==> src/rtl/mpfd_pkg.sv <==
`timescale 1ns / 1ps
// ----------------------------------------------------------------------------
// Frame detector package
// Shared constants, register reset values and configuration port sizing for
// the multi-pattern frame detector.
// ----------------------------------------------------------------------------
package mpfd_pkg;

  // Default geometry of the symbol stream and the frame.
  localparam int unsigned SYMBOL_BITS_DEF   = 8;
  localparam int unsigned PATTERN_LEN_DEF   = 5;
  localparam int unsigned POSITION_BITS_DEF = 32;

  // Pattern registers: four of them, each 40 bits wide.
  localparam int unsigned NUM_PATTERNS = 4;
  localparam int unsigned REG_BITS     = 40;
  localparam int unsigned CODE_BITS    = 2;

  // Result position port width.
  localparam int unsigned MATCH_POS_BITS = 32;

  // APB port: 64-bit data, registers on 8-byte boundaries.
  localparam int unsigned CFG_DATA_BITS  = 64;
  localparam int unsigned CFG_ADDR_BITS  = 5;
  localparam int unsigned CFG_ADDR_LSB   = 3;

  // Reset values of the pattern registers, first symbol in the lowest byte.
  localparam logic [NUM_PATTERNS-1:0][REG_BITS-1:0] PATTERN_RESET = '{
    40'd21508588035,  // code 3: {3,2,3,2,5}
    40'd4311810305,   // code 2: {1,1,1,1,1}
    40'd21542142465,  // code 1: {1,2,3,4,5}
    40'd4328719365    // code 0: {5,4,3,2,1}
  };

endpackage

==> src/rtl/multi_pattern_frame_detector_core.sv <==
`timescale 1ns / 1ps
// ----------------------------------------------------------------------------
// Multi-pattern frame detector
// Slides a window over a symbol stream and reports frames that equal one of
// four configured patterns, with the pattern code and the frame start index.
// ----------------------------------------------------------------------------
//  Channel   Direction  Handshake              Beat contents
//  in        input      in_valid_i/in_ready_o  symbol_i, first_i
//  out       output     out_valid_o/out_ready_i match_code_o, match_position_o
//  cfg       input      APB psel/penable       paddr, pwdata, prdata (64 bit)
//
//  One symbol is taken per cycle unless a held result stalls the input; a
//  match reaches the output register in the cycle after the completing beat.
//  The window is a chain of PatternLen-1 cells; the frame compare runs in the
//  same cycle as the incoming symbol, set by one equality per pattern.
//  Reset clears the fill count, position and output valid; patterns take
//  their default values.
//  A stalled output holds the input only while its result register is full.
// ----------------------------------------------------------------------------
module multi_pattern_frame_detector_core #(
  parameter int unsigned SymbolBits   = mpfd_pkg::SYMBOL_BITS_DEF,
  parameter int unsigned PatternLen   = mpfd_pkg::PATTERN_LEN_DEF,
  parameter int unsigned PositionBits = mpfd_pkg::POSITION_BITS_DEF
) (
  input  logic                                 clk_i,
  input  logic                                 rst_ni,
  input  logic                                 in_valid_i,
  output logic                                 in_ready_o,
  input  logic [SymbolBits-1:0]                symbol_i,
  input  logic                                 first_i,
  output logic                                 out_valid_o,
  input  logic                                 out_ready_i,
  output logic [mpfd_pkg::CODE_BITS-1:0]       match_code_o,
  output logic [mpfd_pkg::MATCH_POS_BITS-1:0]  match_position_o,
  input  logic                                 psel,
  input  logic                                 penable,
  input  logic                                 pwrite,
  input  logic [mpfd_pkg::CFG_ADDR_BITS-1:0]   paddr,
  input  logic [mpfd_pkg::CFG_DATA_BITS-1:0]   pwdata,
  output logic [mpfd_pkg::CFG_DATA_BITS-1:0]   prdata,
  output logic                                 pready
);

  localparam int unsigned NumCells  = PatternLen - 1;
  localparam int unsigned FillBits  = (PatternLen > 2) ? $clog2(PatternLen) : 1;
  localparam int unsigned FrameBits = PatternLen * SymbolBits;
  localparam int unsigned ExtBits   = (FrameBits > mpfd_pkg::REG_BITS) ?
                                      FrameBits : mpfd_pkg::REG_BITS;
  localparam int unsigned NP        = mpfd_pkg::NUM_PATTERNS;

  logic [NP-1:0][mpfd_pkg::REG_BITS-1:0] pattern;
  logic [NP-1:0][ExtBits-1:0]            pat_ext;

  logic [NumCells-1:0][SymbolBits-1:0]   win_sym;
  logic [NumCells-1:0][NP-1:0]           cell_hit;
  logic [NP-1:0]                         frame_hit;

  logic [FillBits-1:0]     fill_q, fill_d, fill_eff;
  logic [PositionBits-1:0] pos_q, pos_d, pos_eff, start_pos;
  logic                    accept, full, match;
  logic [mpfd_pkg::CODE_BITS-1:0] code;

  logic                                 out_valid_q;
  logic [mpfd_pkg::CODE_BITS-1:0]       code_q;
  logic [mpfd_pkg::MATCH_POS_BITS-1:0]  position_q;

  // Pattern register file.
  mpfd_regs u_regs (
    .clk_i     (clk_i),
    .rst_ni    (rst_ni),
    .psel      (psel),
    .penable   (penable),
    .pwrite    (pwrite),
    .paddr     (paddr),
    .pwdata    (pwdata),
    .prdata    (prdata),
    .pready    (pready),
    .pattern_o (pattern)
  );

  // Patterns widened so that symbols above the register read as zero.
  always_comb begin
    for (int p = 0; p < NP; p++) begin
      pat_ext[p] = ExtBits'(pattern[p]);
    end
  end

  // Window chain: the newest symbol enters the last cell, cell 0 is oldest.
  for (genvar k = 0; k < NumCells; k++) begin : g_cell
    logic [NP-1:0][SymbolBits-1:0] pat_sym;
    logic [SymbolBits-1:0]         sym_in;

    always_comb begin
      for (int p = 0; p < NP; p++) begin
        pat_sym[p] = pat_ext[p][k*SymbolBits +: SymbolBits];
      end
    end

    if (k == NumCells - 1) begin : g_tail
      assign sym_in = symbol_i;
    end else begin : g_link
      assign sym_in = win_sym[k+1];
    end

    mpfd_cell #(
      .SymbolBits (SymbolBits)
    ) u_cell (
      .clk_i     (clk_i),
      .shift_i   (accept),
      .sym_i     (sym_in),
      .pat_sym_i (pat_sym),
      .sym_o     (win_sym[k]),
      .hit_o     (cell_hit[k])
    );
  end

  // Combine the cell hits with the compare of the incoming symbol.
  always_comb begin
    for (int p = 0; p < NP; p++) begin
      frame_hit[p] = (symbol_i == pat_ext[p][NumCells*SymbolBits +: SymbolBits]);
      for (int k = 0; k < NumCells; k++) begin
        frame_hit[p] = frame_hit[p] & cell_hit[k][p];
      end
    end
  end

  // Lowest-numbered matching pattern wins.
  always_comb begin
    code = '0;
    for (int p = NP - 1; p >= 0; p--) begin
      if (frame_hit[p]) begin
        code = mpfd_pkg::CODE_BITS'(p);
      end
    end
  end

  // A new stream restarts the position and empties the window first.
  assign accept    = in_valid_i & in_ready_o;
  assign fill_eff  = first_i ? '0 : fill_q;
  assign pos_eff   = first_i ? '0 : pos_q;
  assign full      = (fill_eff == FillBits'(NumCells));
  assign match     = full & (|frame_hit);
  assign start_pos = pos_eff - PositionBits'(NumCells);
  assign pos_d     = pos_eff + PositionBits'(1);

  always_comb begin
    if (match) begin
      fill_d = '0;
    end else if (full) begin
      fill_d = fill_eff;
    end else begin
      fill_d = fill_eff + FillBits'(1);
    end
  end

  always_ff @(posedge clk_i or negedge rst_ni) begin
    if (!rst_ni) begin
      fill_q <= '0;
      pos_q  <= '0;
    end else if (accept) begin
      fill_q <= fill_d;
      pos_q  <= pos_d;
    end
  end

  // Output register; a new beat may enter while the result is being taken.
  assign in_ready_o = ~out_valid_q | out_ready_i;

  always_ff @(posedge clk_i or negedge rst_ni) begin
    if (!rst_ni) begin
      out_valid_q <= 1'b0;
    end else if (accept) begin
      out_valid_q <= match;
    end else if (out_ready_i) begin
      out_valid_q <= 1'b0;
    end
  end

  always_ff @(posedge clk_i) begin
    if (accept & match) begin
      code_q     <= code;
      position_q <= mpfd_pkg::MATCH_POS_BITS'(
                      (PositionBits + mpfd_pkg::MATCH_POS_BITS)'(start_pos));
    end
  end

  assign out_valid_o      = out_valid_q;
  assign match_code_o     = code_q;
  assign match_position_o = position_q;

  // Checks on window fill, match results and position tracking.
  a_fill_bound : assert property (@(posedge clk_i) disable iff (!rst_ni)
    fill_q <= FillBits'(NumCells))
    else $error("fill count beyond window size");

  a_match_result : assert property (@(posedge clk_i) disable iff (!rst_ni)
    accept && match |=> out_valid_o && (fill_q == '0))
    else $error("match did not produce a result and empty the window");

  a_fill_grow : assert property (@(posedge clk_i) disable iff (!rst_ni)
    accept && !full |=> fill_q == $past(fill_eff) + FillBits'(1))
    else $error("window did not grow on a partial frame");

  a_pos_step : assert property (@(posedge clk_i) disable iff (!rst_ni)
    accept |=> pos_q == $past(pos_eff) + PositionBits'(1))
    else $error("position did not advance by one");

endmodule

==> src/rtl/mpfd_cell.sv <==
`timescale 1ns / 1ps
// ----------------------------------------------------------------------------
// Frame detector window cell
// Holds one symbol of the sliding window, takes its neighbor's symbol on each
// accepted beat and compares its symbol with the matching symbol of every
// pattern.
// ----------------------------------------------------------------------------
module mpfd_cell #(
  parameter int unsigned SymbolBits = mpfd_pkg::SYMBOL_BITS_DEF
) (
  input  logic                                          clk_i,
  input  logic                                          shift_i,
  input  logic [SymbolBits-1:0]                         sym_i,
  input  logic [mpfd_pkg::NUM_PATTERNS-1:0][SymbolBits-1:0] pat_sym_i,
  output logic [SymbolBits-1:0]                         sym_o,
  output logic [mpfd_pkg::NUM_PATTERNS-1:0]             hit_o
);

  logic [SymbolBits-1:0] sym_q;

  // The symbol moves one place toward the oldest end on every beat.
  always_ff @(posedge clk_i) begin
    if (shift_i) begin
      sym_q <= sym_i;
    end
  end

  // Per-pattern equality of the held symbol.
  always_comb begin
    for (int p = 0; p < mpfd_pkg::NUM_PATTERNS; p++) begin
      hit_o[p] = (sym_q == pat_sym_i[p]);
    end
  end

  assign sym_o = sym_q;

endmodule

==> src/rtl/mpfd_regs.sv <==
`timescale 1ns / 1ps
// ----------------------------------------------------------------------------
// Frame detector pattern registers
// APB-style register file holding the four 40-bit pattern registers.
// ----------------------------------------------------------------------------
module mpfd_regs (
  input  logic                                        clk_i,
  input  logic                                        rst_ni,
  input  logic                                        psel,
  input  logic                                        penable,
  input  logic                                        pwrite,
  input  logic [mpfd_pkg::CFG_ADDR_BITS-1:0]          paddr,
  input  logic [mpfd_pkg::CFG_DATA_BITS-1:0]          pwdata,
  output logic [mpfd_pkg::CFG_DATA_BITS-1:0]          prdata,
  output logic                                        pready,
  output logic [mpfd_pkg::NUM_PATTERNS-1:0][mpfd_pkg::REG_BITS-1:0] pattern_o
);

  localparam int unsigned IdxBits = mpfd_pkg::CFG_ADDR_BITS - mpfd_pkg::CFG_ADDR_LSB;

  logic [mpfd_pkg::NUM_PATTERNS-1:0][mpfd_pkg::REG_BITS-1:0] pattern_q;
  logic [IdxBits-1:0] reg_idx;
  logic               wr_en;

  assign reg_idx = paddr[mpfd_pkg::CFG_ADDR_BITS-1:mpfd_pkg::CFG_ADDR_LSB];
  assign wr_en   = psel & penable & pwrite;
  assign pready  = 1'b1;

  // Register write in the access phase; data is cut to the register width.
  always_ff @(posedge clk_i or negedge rst_ni) begin
    if (!rst_ni) begin
      pattern_q <= mpfd_pkg::PATTERN_RESET;
    end else if (wr_en) begin
      for (int p = 0; p < mpfd_pkg::NUM_PATTERNS; p++) begin
        if (reg_idx == IdxBits'(p)) begin
          pattern_q[p] <= pwdata[mpfd_pkg::REG_BITS-1:0];
        end
      end
    end
  end

  // Read data is the addressed register, zero extended.
  assign prdata    = mpfd_pkg::CFG_DATA_BITS'(pattern_q[reg_idx]);
  assign pattern_o = pattern_q;

endmodule

==> config.mk <==
export PLATFORM = sky130hd
export DESIGN_NAME = multi_pattern_frame_detector_core
export DESIGN_NICKNAME = d
export VERILOG_FILES = /design/src/rtl/mpfd_pkg.sv /design/src/rtl/multi_pattern_frame_detector_core.sv /design/src/rtl/mpfd_cell.sv /design/src/rtl/mpfd_regs.sv
export SDC_FILE = /design/constraint.sdc
export NUM_CORES = 1
export LEC_CHECK = 0
export BUFFER_PORTS_ARGS = -buffer_cell sky130_fd_sc_hd__clkbuf_2
export CAP_MARGIN = 40
export CORE_UTILIZATION = 45
export CTS_CLUSTER_SIZE = 14
export DETAILED_ROUTE_END_ITERATION = 10
export PLACE_DENSITY_LB_ADDON = 0.1
export SYNTH_ARGS = -nofsm -noshare
export SYNTH_HDL_FRONTEND = slang
export SYNTH_SLANG_ARGS = --single-unit
==> constraint.sdc <==
create_clock -name clk_i -period 5 [get_ports clk_i]
set_input_delay 1 -clock clk_i [delete_from_list [all_inputs] [get_ports clk_i]]
set_output_delay 1 -clock clk_i [all_outputs]
set_load 0.02 [all_outputs]
==> summary.md <==
| Metric | Value |
|---|---|
| Worst r2r src | `g_cell[2].u_cell.sym_o[3]` |
| DP Cell Count | `1536` |
| Setup_tns | `0 ns` |
| Hold Vio Cnt, Final | `0` |
| Post-CTS sizing | `0` |
| # hold bufs at CTS | `0` |
| Nets | `1268` |
| Via density | `5.546` |
| Skew-Pair Late Insertion Delay | `0.56 ns` |
| Layout area overhead | `14.22%` |
| Final Max Slew Viols | `0` |
| Htree depth | `1` |
| Synth unique cells | `55` |
| Via count | `8830` |
| Actual slew at the worst max-slew pin | `0.8769 ns` |
| Util after Layout | `0.5245` |
| Critical path origin | `paddr[3]` |
| Async set-reset flop share out of synthesis | `0.7481` |
| Syn Inst Count | `1080` |
| Pin count of the biggest net entering global routing | `101` |
| Worst Reg2Reg Path Length in Cells | `6` |
| Chip Height | `176.1 um` |
| Clk buf depth | `3` |
| Number of setup buffers added after CTS | `0` |
| P_leak | `6.277 nW` |
| CP arrival | `2.52 ns` |
| Pre-CTS setup slack | `1.239 ns` |
| Post-synth EDFFs | `66` |
| Worst vdd ir | `0.2345 mV` |
| Critical path class | `primary input to output port` |
| Detail Route Antenna Nets | `0` |
| DR pass1 iterations | `4` |
| Post-synth top area cell | `dfrtp_1` |
| Row cnt | `63` |
| Largest cells by area after synthesis | `dfrtp_1, edfxtp_1, mux2_2, xnor2_1, mux4_2` |
| Commonest cells in the netlist | `dfrtp_1, mux2_2, xnor2_1` |
| Crit path capture | `prdata[14]` |
| Routability congestion estimate | `0.8059` |
| Clock Skews | `0.01682 ns` |
| Worst path required time | `4.00 ns` |
| CP Launch Type | `primary input` |
| Clk slew on worst S/H paths | `0.06 ns` |
| R2r setup slk | `1.75 ns` |
| First-pass GRT wire length | `54540 um` |
| P per Cell Area | `416.6 mW/mm^2` |
| DRT Wirelength | `35180 um` |
| Post-synth top area share | `0.3099` |
| Final non-filler cell total | `1592` |
| Critical Path End Type | `output port` |
| Post-layout min period | `3.523 ns` |
| RSZ-0062 raised after global routing | `false` |
| DRT iter0 DRCs | `621` |
| Top_reg_cell synth | `dfrtp_1` |
| Synthesis-stage register bit count | `262` |
| # IOs | `186` |
| PortBufs | `133` |
| Tcrit/Tclk final | `0.7047` |
| Most common cell in the netlist | `dfrtp_1` |
| Initial Util | `0.4592` |
| Number of global-route vias before repair | `8853` |
| Reg-to-reg endpoint | `match_position_o[18]` |
| Post-DR wirelength/cell | `22.10 um` |
| Initial antenna violation count | `0` |
| Achievable Freq | `283.8 MHz` |
| Sequential area share after synthesis | `0.5071` |
| Ant. Diodes | `0` |
| Area after DPL | `0.01461 sq mm` |
| Residual DRC count | `0` |
| Hold crit path type | `primary input to async pin` |
| Share of cells above drive strength 1 | `0.3636` |
| Crit path max fanout | `20` |
| Total die area | `0.03103 sq mm` |
| Syn Std Cell Area | `0.01365 sq mm` |
| Fin area | `0.01559 sq mm` |
| CORE AREA | `0.02972 sq mm` |
| Clk sinks | `262` |
| Clk Tree Root Cell | `clkbuf_16` |
| MaxCap Viol Count | `0` |
| Setup Viol. Count Final | `0` |
| CTS tree | `done` |
| DP HPWL | `24770 um` |
| All-Layer GR Usage | `0.2323` |
| Relative slew slack | `0.4100` |
| Num CTS Buffers | `30` |
| Outcome | `finished clean` |
| Syn_area_per_cell | `12.64 sq um` |
| Final setup margin | `1.477 ns` |
| Die Span X | `176.1 um` |
| Gr ovfl total | `0` |
| Synth warn | `0` |
[area by class of cell]
class	instances	area, sq um
Fill cell	2640	14130
Tap cell	390	488.0
Timing Repair Buffer	149	867.1
Clock buffer	48	898.4
Inverter	14	52.55
Clock inverter	8	80.08
Sequential cell	262	6920
Multi-Input combinational cell	721	6281
[how the worst min path moves through the flow]
stage | startpoint | endpoint | slack, ns | cells after the start
after floorplan | g_cell[1].u_cell.sym_o[0] | g_cell[0].u_cell.sym_o[0] | 0.42 | 0
after global placement | fill_q[1] | fill_q[1] | 0.46 | 2
after detailed placement | fill_q[1] | fill_q[1] | 0.49 | 2
after CTS | rst_ni | u_regs.pattern_o[95] | 0.25 | 1
final | rst_ni | u_regs.pattern_o[95] | 0.28 | 1
after global routing | rst_ni | u_regs.pattern_o[95] | 0.26 | 1
[critical path: stages]
cell and delay (ns):
buf_2 0.46, buf_12 0.29, mux4_2 0.58, clkbuf_2 0.18
[report_power, final]
part	leakage (nW)	switching (W)	internal [W]
registers	3.02	0.000348	0.00257
clock network	0.484	0.000880	0.00128
logic	2.78	0.000694	0.000719
total	6.28	0.00192	0.00457
[placed cells by master, fill, tap and decap left out, drive strengths merged, types with 4 or more instances in the layout]
cell and n:
nor3 14, dfstp 27, nor2b 4, conb 25, o21ai 19, nand2 68, or3 6, clkbuf 179
a21oi 16, and4 6, inv 13, mux2 161, nor4 20, buf 18, o41ai 4, nand4 44
edfxtp 66, mux4 40, ha 5, nor2 29, and3 6, nand3 22, xor2 54, dfrtp 169
xnor2 143, o32ai 4, clkinv 8, nand2b 4
[metal layers]
layer / wire length, um / track usage / up-vias
li1: - / - / 4035
met1: 16460 / 0.3399 / 4506
met2: 15880 / 0.3547 / 240
met3: 2135 / 0.04630 / 49
met4: 707 / 0.05254 / 0
met5: 0 / 0 / -
[state kept, by name, summed over array words and instances, names as in the netlist]
register	flops
pos_q	32
match_position_o	32
match_code_o	2
fill_q	3
g_cell.u_cell.sym_o	32
u_regs.pattern_o	160
out_valid_o	1
[cell families (layout without fill, tap and decap cells)]
logic type               after synthesis  in the layout  share of synthesized area
AO/OA/AOI/OAI                         57             57                    0.02613
XOR/XNOR                             197            197                     0.1264
adder cells (fa/ha/maj)                5              5                   0.004584
buffers and inverters                120            219                    0.04162
flip-flops                           262            262                     0.5071
multiplexers                         202            202                     0.1996
other                                  2             25                  0.0005503
AND/OR/NAND/NOR                      235            235                    0.09398
[through the flow]
step	hold WS, ns	power (W)
2_1_floorplan	0.4244	0.003879
6_report	0.2763	0.006494
4_1_cts	0.2495	0.006565
3_5_place_dp	0.4867	0.004377
3_3_place_gp	0.4646	0.004349
5_1_grt	0.2602	0.006781
Note: power is estimated with default switching activity, not from simulation.
